==> config.mk <==
export PLATFORM = sky130hd
export DESIGN_NAME = pooled_variance_two_group_flat
export DESIGN_NICKNAME = d
export VERILOG_FILES = /design/src/rtl/pvtg_pkg.sv /design/src/rtl/pvtg_in_if.sv /design/src/rtl/pvtg_out_if.sv /design/src/rtl/pvtg_divider.sv /design/src/rtl/pvtg_datapath.sv /design/src/rtl/pvtg_ctrl.sv /design/src/rtl/pooled_variance_two_group.sv /design/src/flat_wrapper.sv
export SDC_FILE = /design/constraint.sdc
export NUM_CORES = 2
export LEC_CHECK = 0
export BUFFER_PORTS_ARGS = -buffer_cell sky130_fd_sc_hd__buf_2
export CORE_ASPECT_RATIO = 0.75
export CORE_MARGIN = 2
export CORE_UTILIZATION = 55
export CTS_CLUSTER_DIAMETER = 60
export DETAILED_ROUTE_END_ITERATION = 16
export PLACE_DENSITY_LB_ADDON = 0.05
export SETUP_SLACK_MARGIN = 0.05
export SLEW_MARGIN = 20
export SYNTH_ARGS = -nofsm -noshare
export SYNTH_HDL_FRONTEND = slang
export SYNTH_SLANG_ARGS = --single-unit
==> constraint.sdc <==
create_clock -name clk -period 10.7 [get_ports clk]
set_input_delay 1.605 -clock clk [delete_from_list [all_inputs] [get_ports clk]]
set_output_delay 1.605 -clock clk [all_outputs]
set_load 0.03 [all_outputs]
==> src/rtl/pvtg_pkg.sv <==
// ----------------------------------------------------------------------------
// pvtg_pkg
// Widths, status codes and controller/datapath command types of the pooled
// variance block.
// ----------------------------------------------------------------------------
package pvtg_pkg;

  localparam int SAMPLE_W  = 16;
  localparam int COUNT_W   = 16;
  localparam int SUM_W     = 32;
  localparam int SUMSQ_W   = 47;
  localparam int FRAC_BITS = 16;
  localparam int OUT_W     = 48;
  localparam int PROD_W    = 64;
  localparam int MUL_W     = 32;
  localparam int QLO_W     = 24;
  localparam int DIV_W     = PROD_W + FRAC_BITS;
  localparam int DVSR_W    = COUNT_W + 1;
  localparam int DIV_CNT_W = $clog2(DIV_W + 1);

  localparam logic [COUNT_W-1:0] MAX_SAMPLES = 16'hFFFF;

  typedef enum logic [1:0] {
    STATUS_OK      = 2'd0,
    STATUS_EMPTY   = 2'd1,
    STATUS_DROPPED = 2'd2
  } status_t;

  typedef enum logic [3:0] {
    DP_NOP,
    DP_MUL_LO,
    DP_MUL_HI,
    DP_MUL_SQ,
    DP_DIFF,
    DP_DIV_GROUP,
    DP_ADD_SS,
    DP_DIV_POOL,
    DP_LOAD_EMPTY,
    DP_LOAD_RESULT
  } dp_op_t;

  typedef struct packed {
    dp_op_t op;
    logic   grp;
  } dp_cmd_t;

  typedef struct packed {
    logic group_empty;
    logic div_done;
  } dp_stat_t;

endpackage

==> src/rtl/pvtg_in_if.sv <==
// ----------------------------------------------------------------------------
// pvtg_in_if
// Sample request channel: one tagged sample per request.
// ----------------------------------------------------------------------------
interface pvtg_in_if;
  logic                                valid;
  logic                                ready;
  logic signed [pvtg_pkg::SAMPLE_W-1:0] sample;
  logic                                group;
  logic                                missing;
  logic                                last;

  modport source (output valid, output sample, output group, output missing,
                  output last, input ready);
  modport sink (input valid, input sample, input group, input missing,
                input last, output ready);
endinterface

==> src/rtl/pvtg_out_if.sv <==
// ----------------------------------------------------------------------------
// pvtg_out_if
// Result request channel: pooled variance and status of one data set.
// ----------------------------------------------------------------------------
interface pvtg_out_if;
  logic                           valid;
  logic                           ready;
  logic [pvtg_pkg::OUT_W-1:0]     pooled_variance;
  logic [1:0]                     status;

  modport source (output valid, output pooled_variance, output status,
                  input ready);
  modport sink (input valid, input pooled_variance, input status,
                output ready);
endinterface

==> src/rtl/pvtg_divider.sv <==
// ----------------------------------------------------------------------------
// pvtg_divider
// Restoring divider, one quotient bit per cycle, shared by all divisions.
// ----------------------------------------------------------------------------
module pvtg_divider (
  input  logic                          clk,
  input  logic                          rst,
  input  logic                          start,
  input  logic [pvtg_pkg::DIV_W-1:0]    dividend,
  input  logic [pvtg_pkg::DVSR_W-1:0]   divisor,
  output logic [pvtg_pkg::DIV_W-1:0]    quotient,
  output logic                          done
);

  logic [pvtg_pkg::DIV_W-1:0]     work;
  logic [pvtg_pkg::DVSR_W-1:0]    rem;
  logic [pvtg_pkg::DVSR_W-1:0]    dvsr;
  logic [pvtg_pkg::DIV_CNT_W-1:0] count;
  logic [pvtg_pkg::DVSR_W:0]      rem_sh;
  logic [pvtg_pkg::DVSR_W:0]      rem_sub;
  logic                           fits;

  always_comb begin
    rem_sh  = {rem, work[pvtg_pkg::DIV_W-1]};
    fits    = rem_sh >= {1'b0, dvsr};
    rem_sub = rem_sh - {1'b0, dvsr};
  end

  always_ff @(posedge clk) begin
    if (rst) begin
      count <= '0;
      done  <= 1'b0;
    end else if (start) begin
      count <= pvtg_pkg::DIV_CNT_W'(pvtg_pkg::DIV_W);
      done  <= 1'b0;
    end else if (count != '0) begin
      count <= count - 1'b1;
      done  <= (count == pvtg_pkg::DIV_CNT_W'(1));
    end else begin
      done <= 1'b0;
    end
  end

  always_ff @(posedge clk) begin
    if (start) begin
      work <= dividend;
      rem  <= '0;
      dvsr <= divisor;
    end else if (count != '0) begin
      work <= {work[pvtg_pkg::DIV_W-2:0], fits};
      rem  <= fits ? rem_sub[pvtg_pkg::DVSR_W-1:0] : rem_sh[pvtg_pkg::DVSR_W-1:0];
    end
  end

  assign quotient = work;

endmodule

==> src/rtl/pvtg_datapath.sv <==
// ----------------------------------------------------------------------------
// pvtg_datapath
// Per-group accumulators, shared multiplier, group and pooled division, and
// the result register.
// ----------------------------------------------------------------------------
module pvtg_datapath (
  input  logic                                 clk,
  input  logic                                 rst,
  input  logic                                 acc_en,
  input  logic signed [pvtg_pkg::SAMPLE_W-1:0] sample,
  input  logic                                 group,
  input  logic                                 missing,
  input  pvtg_pkg::dp_cmd_t                    cmd,
  output pvtg_pkg::dp_stat_t                   stat,
  output logic [pvtg_pkg::OUT_W-1:0]           pooled_variance,
  output logic [1:0]                           status
);

  logic        [pvtg_pkg::COUNT_W-1:0] count_first, count_second;
  logic signed [pvtg_pkg::SUM_W-1:0]   sum_first, sum_second;
  logic        [pvtg_pkg::SUMSQ_W-1:0] sumsq_first, sumsq_second;
  logic                                overflow_seen;

  logic [2*pvtg_pkg::SAMPLE_W-1:0]     sample_sq;
  logic                                clear;

  logic        [pvtg_pkg::COUNT_W-1:0] n_sel;
  logic signed [pvtg_pkg::SUM_W-1:0]   s_sel;
  logic        [pvtg_pkg::SUMSQ_W-1:0] q_sel;
  logic        [pvtg_pkg::MUL_W-1:0]   s_mag;
  logic        [pvtg_pkg::MUL_W-1:0]   mul_a, mul_b;
  logic        [pvtg_pkg::PROD_W-1:0]  mul_p;
  logic        [pvtg_pkg::DVSR_W-1:0]  total, den;

  logic [pvtg_pkg::PROD_W-1:0] prod, nq, diff, ss_acc;

  logic                          div_start;
  logic [pvtg_pkg::DIV_W-1:0]    div_dividend, div_quotient;
  logic [pvtg_pkg::DVSR_W-1:0]   div_divisor;
  logic                          div_done;

  assign clear     = (cmd.op == pvtg_pkg::DP_LOAD_EMPTY) || (cmd.op == pvtg_pkg::DP_LOAD_RESULT);
  assign sample_sq = unsigned'((2*pvtg_pkg::SAMPLE_W)'(sample) *
                               (2*pvtg_pkg::SAMPLE_W)'(sample));

  always_ff @(posedge clk) begin
    if (rst || clear) begin
      count_first   <= '0;
      count_second  <= '0;
      sum_first     <= '0;
      sum_second    <= '0;
      sumsq_first   <= '0;
      sumsq_second  <= '0;
      overflow_seen <= 1'b0;
    end else if (acc_en && !missing) begin
      if (!group) begin
        if (count_first == pvtg_pkg::MAX_SAMPLES) begin
          overflow_seen <= 1'b1;
        end else begin
          count_first <= count_first + 1'b1;
          sum_first   <= sum_first + pvtg_pkg::SUM_W'(sample);
          sumsq_first <= sumsq_first + pvtg_pkg::SUMSQ_W'(sample_sq);
        end
      end else begin
        if (count_second == pvtg_pkg::MAX_SAMPLES) begin
          overflow_seen <= 1'b1;
        end else begin
          count_second <= count_second + 1'b1;
          sum_second   <= sum_second + pvtg_pkg::SUM_W'(sample);
          sumsq_second <= sumsq_second + pvtg_pkg::SUMSQ_W'(sample_sq);
        end
      end
    end
  end

  always_comb begin
    n_sel = cmd.grp ? count_second : count_first;
    s_sel = cmd.grp ? sum_second   : sum_first;
    q_sel = cmd.grp ? sumsq_second : sumsq_first;
    s_mag = s_sel[pvtg_pkg::SUM_W-1] ? pvtg_pkg::MUL_W'(-s_sel) : pvtg_pkg::MUL_W'(s_sel);
    total = {1'b0, count_first} + {1'b0, count_second};
    den   = (total > pvtg_pkg::DVSR_W'(2)) ? total - pvtg_pkg::DVSR_W'(2)
                                           : pvtg_pkg::DVSR_W'(1);
    case (cmd.op)
      pvtg_pkg::DP_MUL_LO: begin
        mul_a = pvtg_pkg::MUL_W'(n_sel);
        mul_b = pvtg_pkg::MUL_W'(q_sel[pvtg_pkg::QLO_W-1:0]);
      end
      pvtg_pkg::DP_MUL_HI: begin
        mul_a = pvtg_pkg::MUL_W'(n_sel);
        mul_b = pvtg_pkg::MUL_W'(q_sel[pvtg_pkg::SUMSQ_W-1:pvtg_pkg::QLO_W]);
      end
      pvtg_pkg::DP_MUL_SQ: begin
        mul_a = s_mag;
        mul_b = s_mag;
      end
      default: begin
        mul_a = '0;
        mul_b = '0;
      end
    endcase
    mul_p = pvtg_pkg::PROD_W'(mul_a) * pvtg_pkg::PROD_W'(mul_b);

    div_start    = (cmd.op == pvtg_pkg::DP_DIV_GROUP) || (cmd.op == pvtg_pkg::DP_DIV_POOL);
    div_dividend = (cmd.op == pvtg_pkg::DP_DIV_GROUP) ? {diff, pvtg_pkg::FRAC_BITS'(0)}
                                                      : pvtg_pkg::DIV_W'(ss_acc);
    div_divisor  = (cmd.op == pvtg_pkg::DP_DIV_GROUP) ? {1'b0, n_sel} : den;
  end

  always_ff @(posedge clk) begin
    case (cmd.op)
      pvtg_pkg::DP_MUL_LO: begin
        prod <= mul_p;
      end
      pvtg_pkg::DP_MUL_HI: begin
        prod <= mul_p;
        nq   <= prod;
      end
      pvtg_pkg::DP_MUL_SQ: begin
        prod <= mul_p;
        nq   <= nq + {prod[pvtg_pkg::PROD_W-pvtg_pkg::QLO_W-1:0], pvtg_pkg::QLO_W'(0)};
      end
      pvtg_pkg::DP_DIFF: begin
        diff <= (nq >= prod) ? nq - prod : '0;
      end
      pvtg_pkg::DP_ADD_SS: begin
        ss_acc <= cmd.grp ? ss_acc + div_quotient[pvtg_pkg::PROD_W-1:0]
                          : div_quotient[pvtg_pkg::PROD_W-1:0];
      end
      pvtg_pkg::DP_LOAD_EMPTY: begin
        pooled_variance <= '0;
        status          <= pvtg_pkg::STATUS_EMPTY;
      end
      pvtg_pkg::DP_LOAD_RESULT: begin
        pooled_variance <= (|div_quotient[pvtg_pkg::DIV_W-1:pvtg_pkg::OUT_W]) ? '1
                           : div_quotient[pvtg_pkg::OUT_W-1:0];
        status          <= overflow_seen ? pvtg_pkg::STATUS_DROPPED : pvtg_pkg::STATUS_OK;
      end
      default: begin
      end
    endcase
  end

  pvtg_divider u_divider (
    .clk      (clk),
    .rst      (rst),
    .start    (div_start),
    .dividend (div_dividend),
    .divisor  (div_divisor),
    .quotient (div_quotient),
    .done     (div_done)
  );

  assign stat.group_empty = (count_first == '0) || (count_second == '0);
  assign stat.div_done    = div_done;

endmodule

==> src/rtl/pvtg_ctrl.sv <==
// ----------------------------------------------------------------------------
// pvtg_ctrl
// Sequencer: accepts samples, then steps the datapath through the group
// terms, the pooled division and the result load.
// ----------------------------------------------------------------------------
module pvtg_ctrl (
  input  logic               clk,
  input  logic               rst,
  input  logic               in_valid,
  input  logic               in_last,
  output logic               in_ready,
  output logic               out_valid,
  input  logic               out_ready,
  input  pvtg_pkg::dp_stat_t stat,
  output pvtg_pkg::dp_cmd_t  cmd
);

  typedef enum logic [3:0] {
    S_IDLE,
    S_CHECK,
    S_MUL_LO,
    S_MUL_HI,
    S_MUL_SQ,
    S_DIFF,
    S_DIV_GROUP,
    S_WAIT_GROUP,
    S_DIV_POOL,
    S_WAIT_POOL,
    S_DONE
  } state_t;

  state_t state;
  logic   grp;
  logic   out_free;

  assign in_ready = (state == S_IDLE);
  assign out_free = !out_valid || out_ready;

  always_ff @(posedge clk) begin
    if (rst) begin
      state     <= S_IDLE;
      grp       <= 1'b0;
      out_valid <= 1'b0;
    end else begin
      if (state == S_DONE && out_free) begin
        out_valid <= 1'b1;
      end else if (out_valid && out_ready) begin
        out_valid <= 1'b0;
      end
      case (state)
        S_IDLE: begin
          if (in_valid && in_last) begin
            state <= S_CHECK;
          end
        end
        S_CHECK: begin
          grp   <= 1'b0;
          state <= stat.group_empty ? S_DONE : S_MUL_LO;
        end
        S_MUL_LO:    state <= S_MUL_HI;
        S_MUL_HI:    state <= S_MUL_SQ;
        S_MUL_SQ:    state <= S_DIFF;
        S_DIFF:      state <= S_DIV_GROUP;
        S_DIV_GROUP: state <= S_WAIT_GROUP;
        S_WAIT_GROUP: begin
          if (stat.div_done) begin
            if (grp) begin
              state <= S_DIV_POOL;
            end else begin
              grp   <= 1'b1;
              state <= S_MUL_LO;
            end
          end
        end
        S_DIV_POOL: state <= S_WAIT_POOL;
        S_WAIT_POOL: begin
          if (stat.div_done) begin
            state <= S_DONE;
          end
        end
        S_DONE: begin
          if (out_free) begin
            state <= S_IDLE;
          end
        end
        default: state <= S_IDLE;
      endcase
    end
  end

  always_comb begin
    cmd.grp = grp;
    case (state)
      S_MUL_LO:     cmd.op = pvtg_pkg::DP_MUL_LO;
      S_MUL_HI:     cmd.op = pvtg_pkg::DP_MUL_HI;
      S_MUL_SQ:     cmd.op = pvtg_pkg::DP_MUL_SQ;
      S_DIFF:       cmd.op = pvtg_pkg::DP_DIFF;
      S_DIV_GROUP:  cmd.op = pvtg_pkg::DP_DIV_GROUP;
      S_WAIT_GROUP: cmd.op = stat.div_done ? pvtg_pkg::DP_ADD_SS : pvtg_pkg::DP_NOP;
      S_DIV_POOL:   cmd.op = pvtg_pkg::DP_DIV_POOL;
      S_DONE: begin
        if (!out_free) begin
          cmd.op = pvtg_pkg::DP_NOP;
        end else if (stat.group_empty) begin
          cmd.op = pvtg_pkg::DP_LOAD_EMPTY;
        end else begin
          cmd.op = pvtg_pkg::DP_LOAD_RESULT;
        end
      end
      default:      cmd.op = pvtg_pkg::DP_NOP;
    endcase
  end

endmodule

==> src/rtl/pooled_variance_two_group.sv <==
// ----------------------------------------------------------------------------
// pooled_variance_two_group
// Pooled variance of two sample groups, one result per data set.
// ----------------------------------------------------------------------------
// The samples channel takes one tagged sample per request. Samples flagged
// missing are skipped; a sample whose group already holds 65535 samples is
// dropped and reported in the status. While the block is idle, every
// request that is not marked last is accepted, back to back.
// The request marked last is accumulated like any other and then starts the
// evaluation, during which ready stays low. Each group term takes multiply
// steps for the low half, the high half and the square, one subtract and a
// division in the shared one-bit-per-cycle divider, as does the pooled one.
// The result is loaded after the pooled division, or with no division when
// a group is empty. The next sample is taken in the cycle after the load.
// The result waits in its output register while the receiver stalls; new
// samples are still accepted, and a following evaluation holds at its end
// until the register is free. Loading the result clears the accumulators.
// Reset empties the accumulators and drops any pending result.
// ----------------------------------------------------------------------------
module pooled_variance_two_group (
  input  logic        clk,
  input  logic        rst,
  pvtg_in_if.sink     samples,
  pvtg_out_if.source  results
);

  pvtg_pkg::dp_cmd_t  cmd;
  pvtg_pkg::dp_stat_t stat;
  logic               in_accept;

  assign in_accept = samples.valid && samples.ready;

  pvtg_ctrl u_ctrl (
    .clk       (clk),
    .rst       (rst),
    .in_valid  (samples.valid),
    .in_last   (samples.last),
    .in_ready  (samples.ready),
    .out_valid (results.valid),
    .out_ready (results.ready),
    .stat      (stat),
    .cmd       (cmd)
  );

  pvtg_datapath u_datapath (
    .clk             (clk),
    .rst             (rst),
    .acc_en          (in_accept),
    .sample          (samples.sample),
    .group           (samples.group),
    .missing         (samples.missing),
    .cmd             (cmd),
    .stat            (stat),
    .pooled_variance (results.pooled_variance),
    .status          (results.status)
  );

endmodule

==> src/flat_wrapper.sv <==
// flat-port wrapper written by rule: the top's interface ports become plain ports
module pooled_variance_two_group_flat 
  (clk, rst, samples_valid, samples_sample, samples_group, samples_missing, samples_last, samples_ready, results_valid, results_pooled_variance, results_status, results_ready);
  pvtg_in_if samples_i ();
  pvtg_out_if results_i ();
  input  logic clk;
  input  logic rst;
  input wire logic [$bits(samples_i.valid)-1:0] samples_valid;
  input wire logic [$bits(samples_i.sample)-1:0] samples_sample;
  input wire logic [$bits(samples_i.group)-1:0] samples_group;
  input wire logic [$bits(samples_i.missing)-1:0] samples_missing;
  input wire logic [$bits(samples_i.last)-1:0] samples_last;
  output wire logic [$bits(samples_i.ready)-1:0] samples_ready;
  output wire logic [$bits(results_i.valid)-1:0] results_valid;
  output wire logic [$bits(results_i.pooled_variance)-1:0] results_pooled_variance;
  output wire logic [$bits(results_i.status)-1:0] results_status;
  input wire logic [$bits(results_i.ready)-1:0] results_ready;
  assign samples_i.valid = samples_valid;
  assign samples_i.sample = samples_sample;
  assign samples_i.group = samples_group;
  assign samples_i.missing = samples_missing;
  assign samples_i.last = samples_last;
  assign samples_ready = samples_i.ready;
  assign results_valid = results_i.valid;
  assign results_pooled_variance = results_i.pooled_variance;
  assign results_status = results_i.status;
  assign results_i.ready = results_ready;
  pooled_variance_two_group u_core (.clk(clk), .rst(rst), .samples(samples_i), .results(results_i));
endmodule
== Yosys cells after proc, flatten, opt, wreduce, memory -nomap -nowiden ==
Index checks and enable logic that the tools add are counted.

* Add/subtract/negate cells: 14
* Multiply operators: 2
* Magnitude comparators: 3
* Equal/unequal tests: 27
* Muxes and demuxes: 38
* Bitwise operators: 5
* Reductions and logical operators: 33

{| class="wikitable"
|+ Operators by type and width
! kind !! count
|-
| $mux 80 || 3
|-
| $add 64x64->64 || 2
|-
| $pmux 64 s2 || 1
|-
| $pmux 32 s3 || 1
|-
| $pmux 48 s2 || 1
|-
| $add 47x32->47 || 2
|-
| $add 32x16->32 || 2
|-
| $ge 64x64->1 || 1
|-
| $mul 32x32->64 || 1
|-
| $mux 32 || 2
|-
| $mux 64 || 1
|-
| $pmux 32 s2 || 1
|-
| $sub 64x64->64 || 1
|-
| $mux 16 || 3
|-
| $mux 48 || 1
|-
| $mux 47 || 1
|-
| $pmux 4 s11 || 1
|-
| $add 16x1->16 const B || 2
|-
| $eq 16x16->1 const B || 2
|-
| $eq 4x3->1 const B || 8
|-
| $logic_not 16->1 || 2
|-
| $mul 16x16->32 || 1
|-
| $neg 32->32 || 1
|-
| $pmux 4 s8 || 1
|-
| 33 further kinds || 80
|}

* Flip-flop bits (word level): 625
* Input port bits: 23
* Output and inout port bits: 52

== Logic depth before layout (Yosys ltp) ==
* Depth in word-level cells: 9
* Gate-level depth with buffers: 45
* Mapped depth without buffers: 38

== Cells and area by module ==
A second synthesis with hierarchy kept.

* Cells, all modules: 9655
* Area total of the unflattened synthesis: 85020.3 sq um

{| class="wikitable"
|+ Modules (own cells, without submodules)
! module !! times used !! cells an instance !! area each (sq um) !! seq. area each (sq um)
|-
| pvtg_datapath || 1 || 9136 || 78561.6 || 13012.5
|-
| pvtg_divider || 1 || 452 || 5934.4 || 3413.3
|-
| pvtg_ctrl || 1 || 66 || 518.0 || 120.1
|-
| pooled_variance_two_group || 1 || 1 || 6.3 || 0.0
|}

== Worst setup path before layout ==
No wires, ideal clock.

* Kind: register to register
* From: reg u_core.u_ctrl.grp
* To: reg u_core.u_datapath.prod[57] (netlist bit), data pin
* Library setup time: 261 ps
* Arrival time: 9918 ps
* Data required time: 10439 ps
* Setup slack: 521 ps
* Stages on the path, launching flop included: 42
* Buffers on the path: 8
* Cells stage by stage: dfxtp_1 -> buf_4 -> buf_2 -> buf_4 -> buf_4 -> buf_4 -> buf_4 -> mux2i_1 -> ha_1 -> o21ai_0 -> or2_2 -> nor3_1 -> a21oi_1 -> xnor2_1 -> nand2_1 -> clkinv_1 -> nor2_1 -> buf_2 -> (+6 left out) -> fa_1 -> inv_1 -> fa_1 -> fa_1 -> fa_1 -> ha_1 -> clkbuf_1 -> a21o_1 -> a21o_1 -> a21oi_1 -> o21ai_0 -> a221o_1 -> a31oi_1 -> o31ai_1 -> a211oi_1 -> o21bai_1 -> a21o_1 -> xor2_1

* Cells in the longest elaborated chain, start to end: 5
* Elaborated cells between the ends (all ways): 8
* Those cells by class: 1 x add/sub; 1 x mul; 6 x mux

{| class="wikitable"
|+ RTL lines
! what !! line !! RTL
|-
| start, declared || pvtg_ctrl.sv:33 || <nowiki>logic grp;</nowiki>
|-
| start signal, assigned || pvtg_ctrl.sv:42 || <nowiki>grp <= 1'b0;</nowiki>
|-
| start signal, assigned || pvtg_ctrl.sv:57 || <nowiki>grp <= 1'b0;</nowiki>
|-
| start signal, assigned || pvtg_ctrl.sv:70 || <nowiki>grp <= 1'b1;</nowiki>
|-
| $mux 32 || pvtg_datapath.sv:78 || <nowiki>s_sel = cmd.grp ? sum_second : sum_first;</nowiki>
|-
| $neg 32->32 || pvtg_datapath.sv:80 || <nowiki>s_mag = s_sel[pvtg_pkg::SUM_W-1] ? pvtg_pkg::MUL_W'(-s_sel) : pvtg_pkg::MUL_W'(s_sel);</nowiki>
|-
| $mux 32 || pvtg_datapath.sv:80 ||
|-
| $pmux 32 s3 / $pmux 32 s2 (equally long branches) || pvtg_datapath.sv:84 || <nowiki>case (cmd.op)</nowiki>
|-
| $mul 32x32->64 (*) || pvtg_datapath.sv:102 || <nowiki>mul_p = pvtg_pkg::PROD_W'(mul_a) * pvtg_pkg::PROD_W'(mul_b);</nowiki>
|-
| via u_core.u_datapath.mul_p, one bit || pvtg_datapath.sv:32 || <nowiki>logic [pvtg_pkg::PROD_W-1:0] mul_p;</nowiki>
|-
| end signal, assigned || pvtg_datapath.sv:113 || <nowiki>prod <= mul_p;</nowiki>
|-
| end signal, assigned || pvtg_datapath.sv:116 || <nowiki>prod <= mul_p;</nowiki>
|-
| end signal, assigned || pvtg_datapath.sv:120 || <nowiki>prod <= mul_p;</nowiki>
|-
| end, declared || pvtg_datapath.sv:35 || <nowiki>logic [pvtg_pkg::PROD_W-1:0] prod, nq, diff, ss_acc;</nowiki>
|}

Mark *: on every way through the listed nets, which the timed path passes. The rest lies on a longest branch.
A chain may end at the register's enable or synchronous reset.

== Final worst setup path ==
* From: reg u_core.u_ctrl.grp
* To: reg u_core.u_datapath.prod[62] (netlist bit), data pin

The elaborated chain is that of the path after synthesis.

==> flow_summary.yaml <==
critical_path:
  start_kind: "flop"
  crit_path_start: "u_core.u_ctrl.grp$_SDFFE_PP0P_"
  cp.arrival_ps: 10800
  r2r-end: "u_core.u_datapath.prod[62]$_DFFE_PN_"
  cpMostUsedCell: "fa_1"
  cp-end-kind: "flop"
  r2r_start: "u_core.u_ctrl.grp$_SDFFE_PP0P_"
  rrSetupSlack_ps: 340
  ff2ff_path_depth: 35
  critical_path_class: "flop to flop"
  slowest_stage: "fa_1"
  cp_max_fo: 15
  critPathCapture: "u_core.u_datapath.prod[62]$_DFFE_PN_"
  critPathRequiredTime_ps: 11130
  cpPeakStageDelay_ps: 540
power_and_ir_drop:
  p_total_mw: 26.2
  power_density_nw_per_um2: 289
  worst_ir_drop_vdd_mv: 0.773
  leakage_nw: 42.3
finish:
  final_common_cell: "inv_1"
  stdcell_count: 11700
  layout-drive-gt1-share_pct: 6.29
  area_delta_synth_final_pct: 7.19
  final_cell_mix: "inv_1, fa_1, nand2_1, nor2_1, ha_1"
  final_nets: 11400
sta:
  setup_violations: 0
  setup_slack_ps: 335
  fin_crit_ps: 10360
  rsz0062_at_grt: "yes"
  slew-limit-headroom_pct: 26.1
  fin_skew_ps: 34.8
  tightest_slew_ps: 1110
  fmax_ghz: 0.0965
  drv_slew: 0
  tns_ps: 0
  post-route-period-util_pct: 96.9
  final-hold-violation-count: 0
synthesis:
  async_flop_share_pct: 0
  syn_inst: 9544
  avgSynthCellArea_um2: 8.86
  synth_compound_area_share_pct: 12.7
  synth_area_leader_cell: "fa_1"
  synth_top_family_by_area: "adder cells"
  synth_adder_area_share_pct: 37.1
  yosysSeqAreaShare_pct: 19.6
  synth_top_area_share_pct: 27.0
  muxShareOfSynthArea_pct: 2.56
  synth.area.top_cells: "fa_1, edfxtp_1, ha_1"
  ys_types: 97
  synthSimpleGateAreaFrac_pct: 14.8
  synth-edff-count: 403
  mappedNetlistArea_um2: 84500
  synth-xor-area-share_pct: 4.72
  synthFlopType: "edfxtp_1"
  yosys_warnings: 0
  synth-seq-cells: 625
placement:
  hpwl_mm: 212
  routabilityCongestion: 0.974
  io_buffers: 74
  dp.cells: 11500
  pre_cts_ws_ps: -69.7
clock_network:
  clock_path_buffers: 3
  clk_pin_slew_worst_paths_ps: 60
  cts_hold_buf: 0
  cts.sinks: 625
  h-tree-depth: 3
  clock_latency_ps: 710
  cts_tree: "done"
  numCtsBuffers: 77
  root_buffer: "clkbuf_16"
routing:
  wirelength_mm: 261
  via_per_inst: 5.87
  drtPass1Iterations: 6
  drtIter0Drc: 6534
  drcViolationCount: 0
  routedWlPerCell_um: 22.4
  antenna_left: 0
  via_count: 68400
global_route:
  grt_pass1_vias: 67600
  track_usage_pct: 33.6
  grt_max_degree: 118
  grt_pass1_wl_mm: 405
  antenna_found_initial: 10
  grt_overflow_total: 0
die:
  die_x_um: 457
  initial_core_util_pct: 55.4
  dieArea_um2: 157000
  core_area_um2: 153000
  dieHeight_um: 344
  pin_count: 75
  rows: 124
status:
  status: "complete, no violations"
job:
  drv_cap: 0
min_path:
  holdCritPathClass: "flop to flop"
  hold_start: "u_core.u_datapath.sumsq_first[15]$_SDFFE_PP0P_"
==> cell type report <==
| type | instances | area, um^2 |
|---|---|---|
| Tap cell | 2016 | 2520 |
| Clock inverter | 52 | 539 |
| Sequential cell | 625 | 16500 |
| Multi-Input combinational cell | 7053 | 61100 |
| Inverter | 1513 | 5690 |
| Clock buffer | 90 | 2040 |
| Antenna cell | 1 | 2.50 |
| Fill cell | 13600 | 61900 |
| Timing Repair Buffer | 300 | 2180 |
==> stage by stage <==
step / util (%) / hold WS, ps / area (um^2)
finish: 59.4 / 472 / 90600
detailed placement: 57.6 / 464 / 87900
CTS: 59.3 / 474 / 90500
global route: 59.4 / 494 / 90600
global placement: 57.6 / 456 / 87900
floorplan: - / 428 / 84600
==> flip-flops by register name (all words and copies together) (netlist names) <==
signal / cells
u_core.u_ctrl.grp: 1
u_core.u_datapath.sum_first: 32
u_core.u_datapath.nq: 64
u_core.u_datapath.u_divider.count: 7
u_core.u_ctrl.state: 4
u_core.u_ctrl.out_valid: 1
u_core.u_datapath.sumsq_second: 47
u_core.u_datapath.prod: 64
u_core.u_datapath.diff: 64
u_core.u_datapath.overflow_seen: 1
u_core.u_datapath.u_divider.rem: 17
u_core.u_datapath.u_divider.quotient: 80
u_core.u_datapath.sumsq_first: 47
u_core.u_datapath.count_second: 16
u_core.u_datapath.u_divider.dvsr: 17
u_core.u_datapath.count_first: 16
u_core.u_datapath.ss_acc: 64
u_core.u_datapath.sum_second: 32
u_core.u_datapath.pooled_variance: 48
u_core.u_datapath.status: 2
u_core.u_datapath.u_divider.done: 1
==> power by group <==
group / internal [mW] / leakage [nW] / switching (mW)
sequential: 3.28 / 5.68 / 0.486
clock: 1.53 / 1.25 / 1.18
combinational: 7.57 / 35.4 / 12.2
total: 12.4 / 42.3 / 13.8
==> synth_stat cells, drive strengths merged, types with 100 or more instances <==
cell type / count
mux2i: 144
xnor2: 269
dfxtp: 222
xor2: 187
nand3: 127
o21ai: 401
clkbuf: 271
ha: 681
buf: 110
nand2: 1047
edfxtp: 403
fa: 1142
a21o: 246
a21oi: 548
nor3: 100
nor2: 989
inv: 1508
==> critical path, delay by kind of cell, from the launching register on <==
family,cells,cell delay [ps]
XOR/XNOR,2,570
AO/OA/AOI/OAI,11,2790
buffers and inverters,6,670
adder cells (fa/ha/maj),10,4350
multiplexers,1,300
AND/OR/NAND/NOR,5,940
flip-flops,1,480
==> worst min-delay path by stage <==
stage / to / slack (ps) / cells after the start
2_1_floorplan: u_core.u_datapath.overflow_seen$_SDFFE_PP0P_ / 430 / 2
3_3_place_gp: u_core.u_datapath.sumsq_first[4]$_SDFFE_PP0P_ / 460 / 2
3_5_place_dp: u_core.u_datapath.sumsq_first[15]$_SDFFE_PP0P_ / 460 / 2
4_1_cts: u_core.u_datapath.sumsq_first[15]$_SDFFE_PP0P_ / 470 / 2
5_1_grt: u_core.u_datapath.sumsq_first[7]$_SDFFE_PP0P_ / 490 / 2
6_report: u_core.u_datapath.sumsq_first[15]$_SDFFE_PP0P_ / 470 / 2
==> cell families after synthesis <==
| group | Yosys count |
|---|---|
| compound gates | 1718 |
| xor+xnor | 456 |
| fa+ha+maj | 1823 |
| buf+inv | 1894 |
| flops | 625 |
| mux | 207 |
| other cells | 2 |
| simple gates | 2819 |
==> timing repair <==
item	in CTS	in global routing
endpoints found under the setup margin	0	22
setup buffers	0	6
gates resized for setup	0	25
endpoints found under the hold margin	0	0
==> routing by layer <==
metal / vias up / track usage (%) / part of all wire (%)
met1: 33700 / 50.1 / 46
li1: 31300 / - / -
met5: - / 0.355 / 0.060
met2: 2952 / 47.2 / 40
met4: 12 / 8.63 / 2.7
met3: 441 / 10.3 / 12
Note: power is estimated with default switching activity, not from simulation.
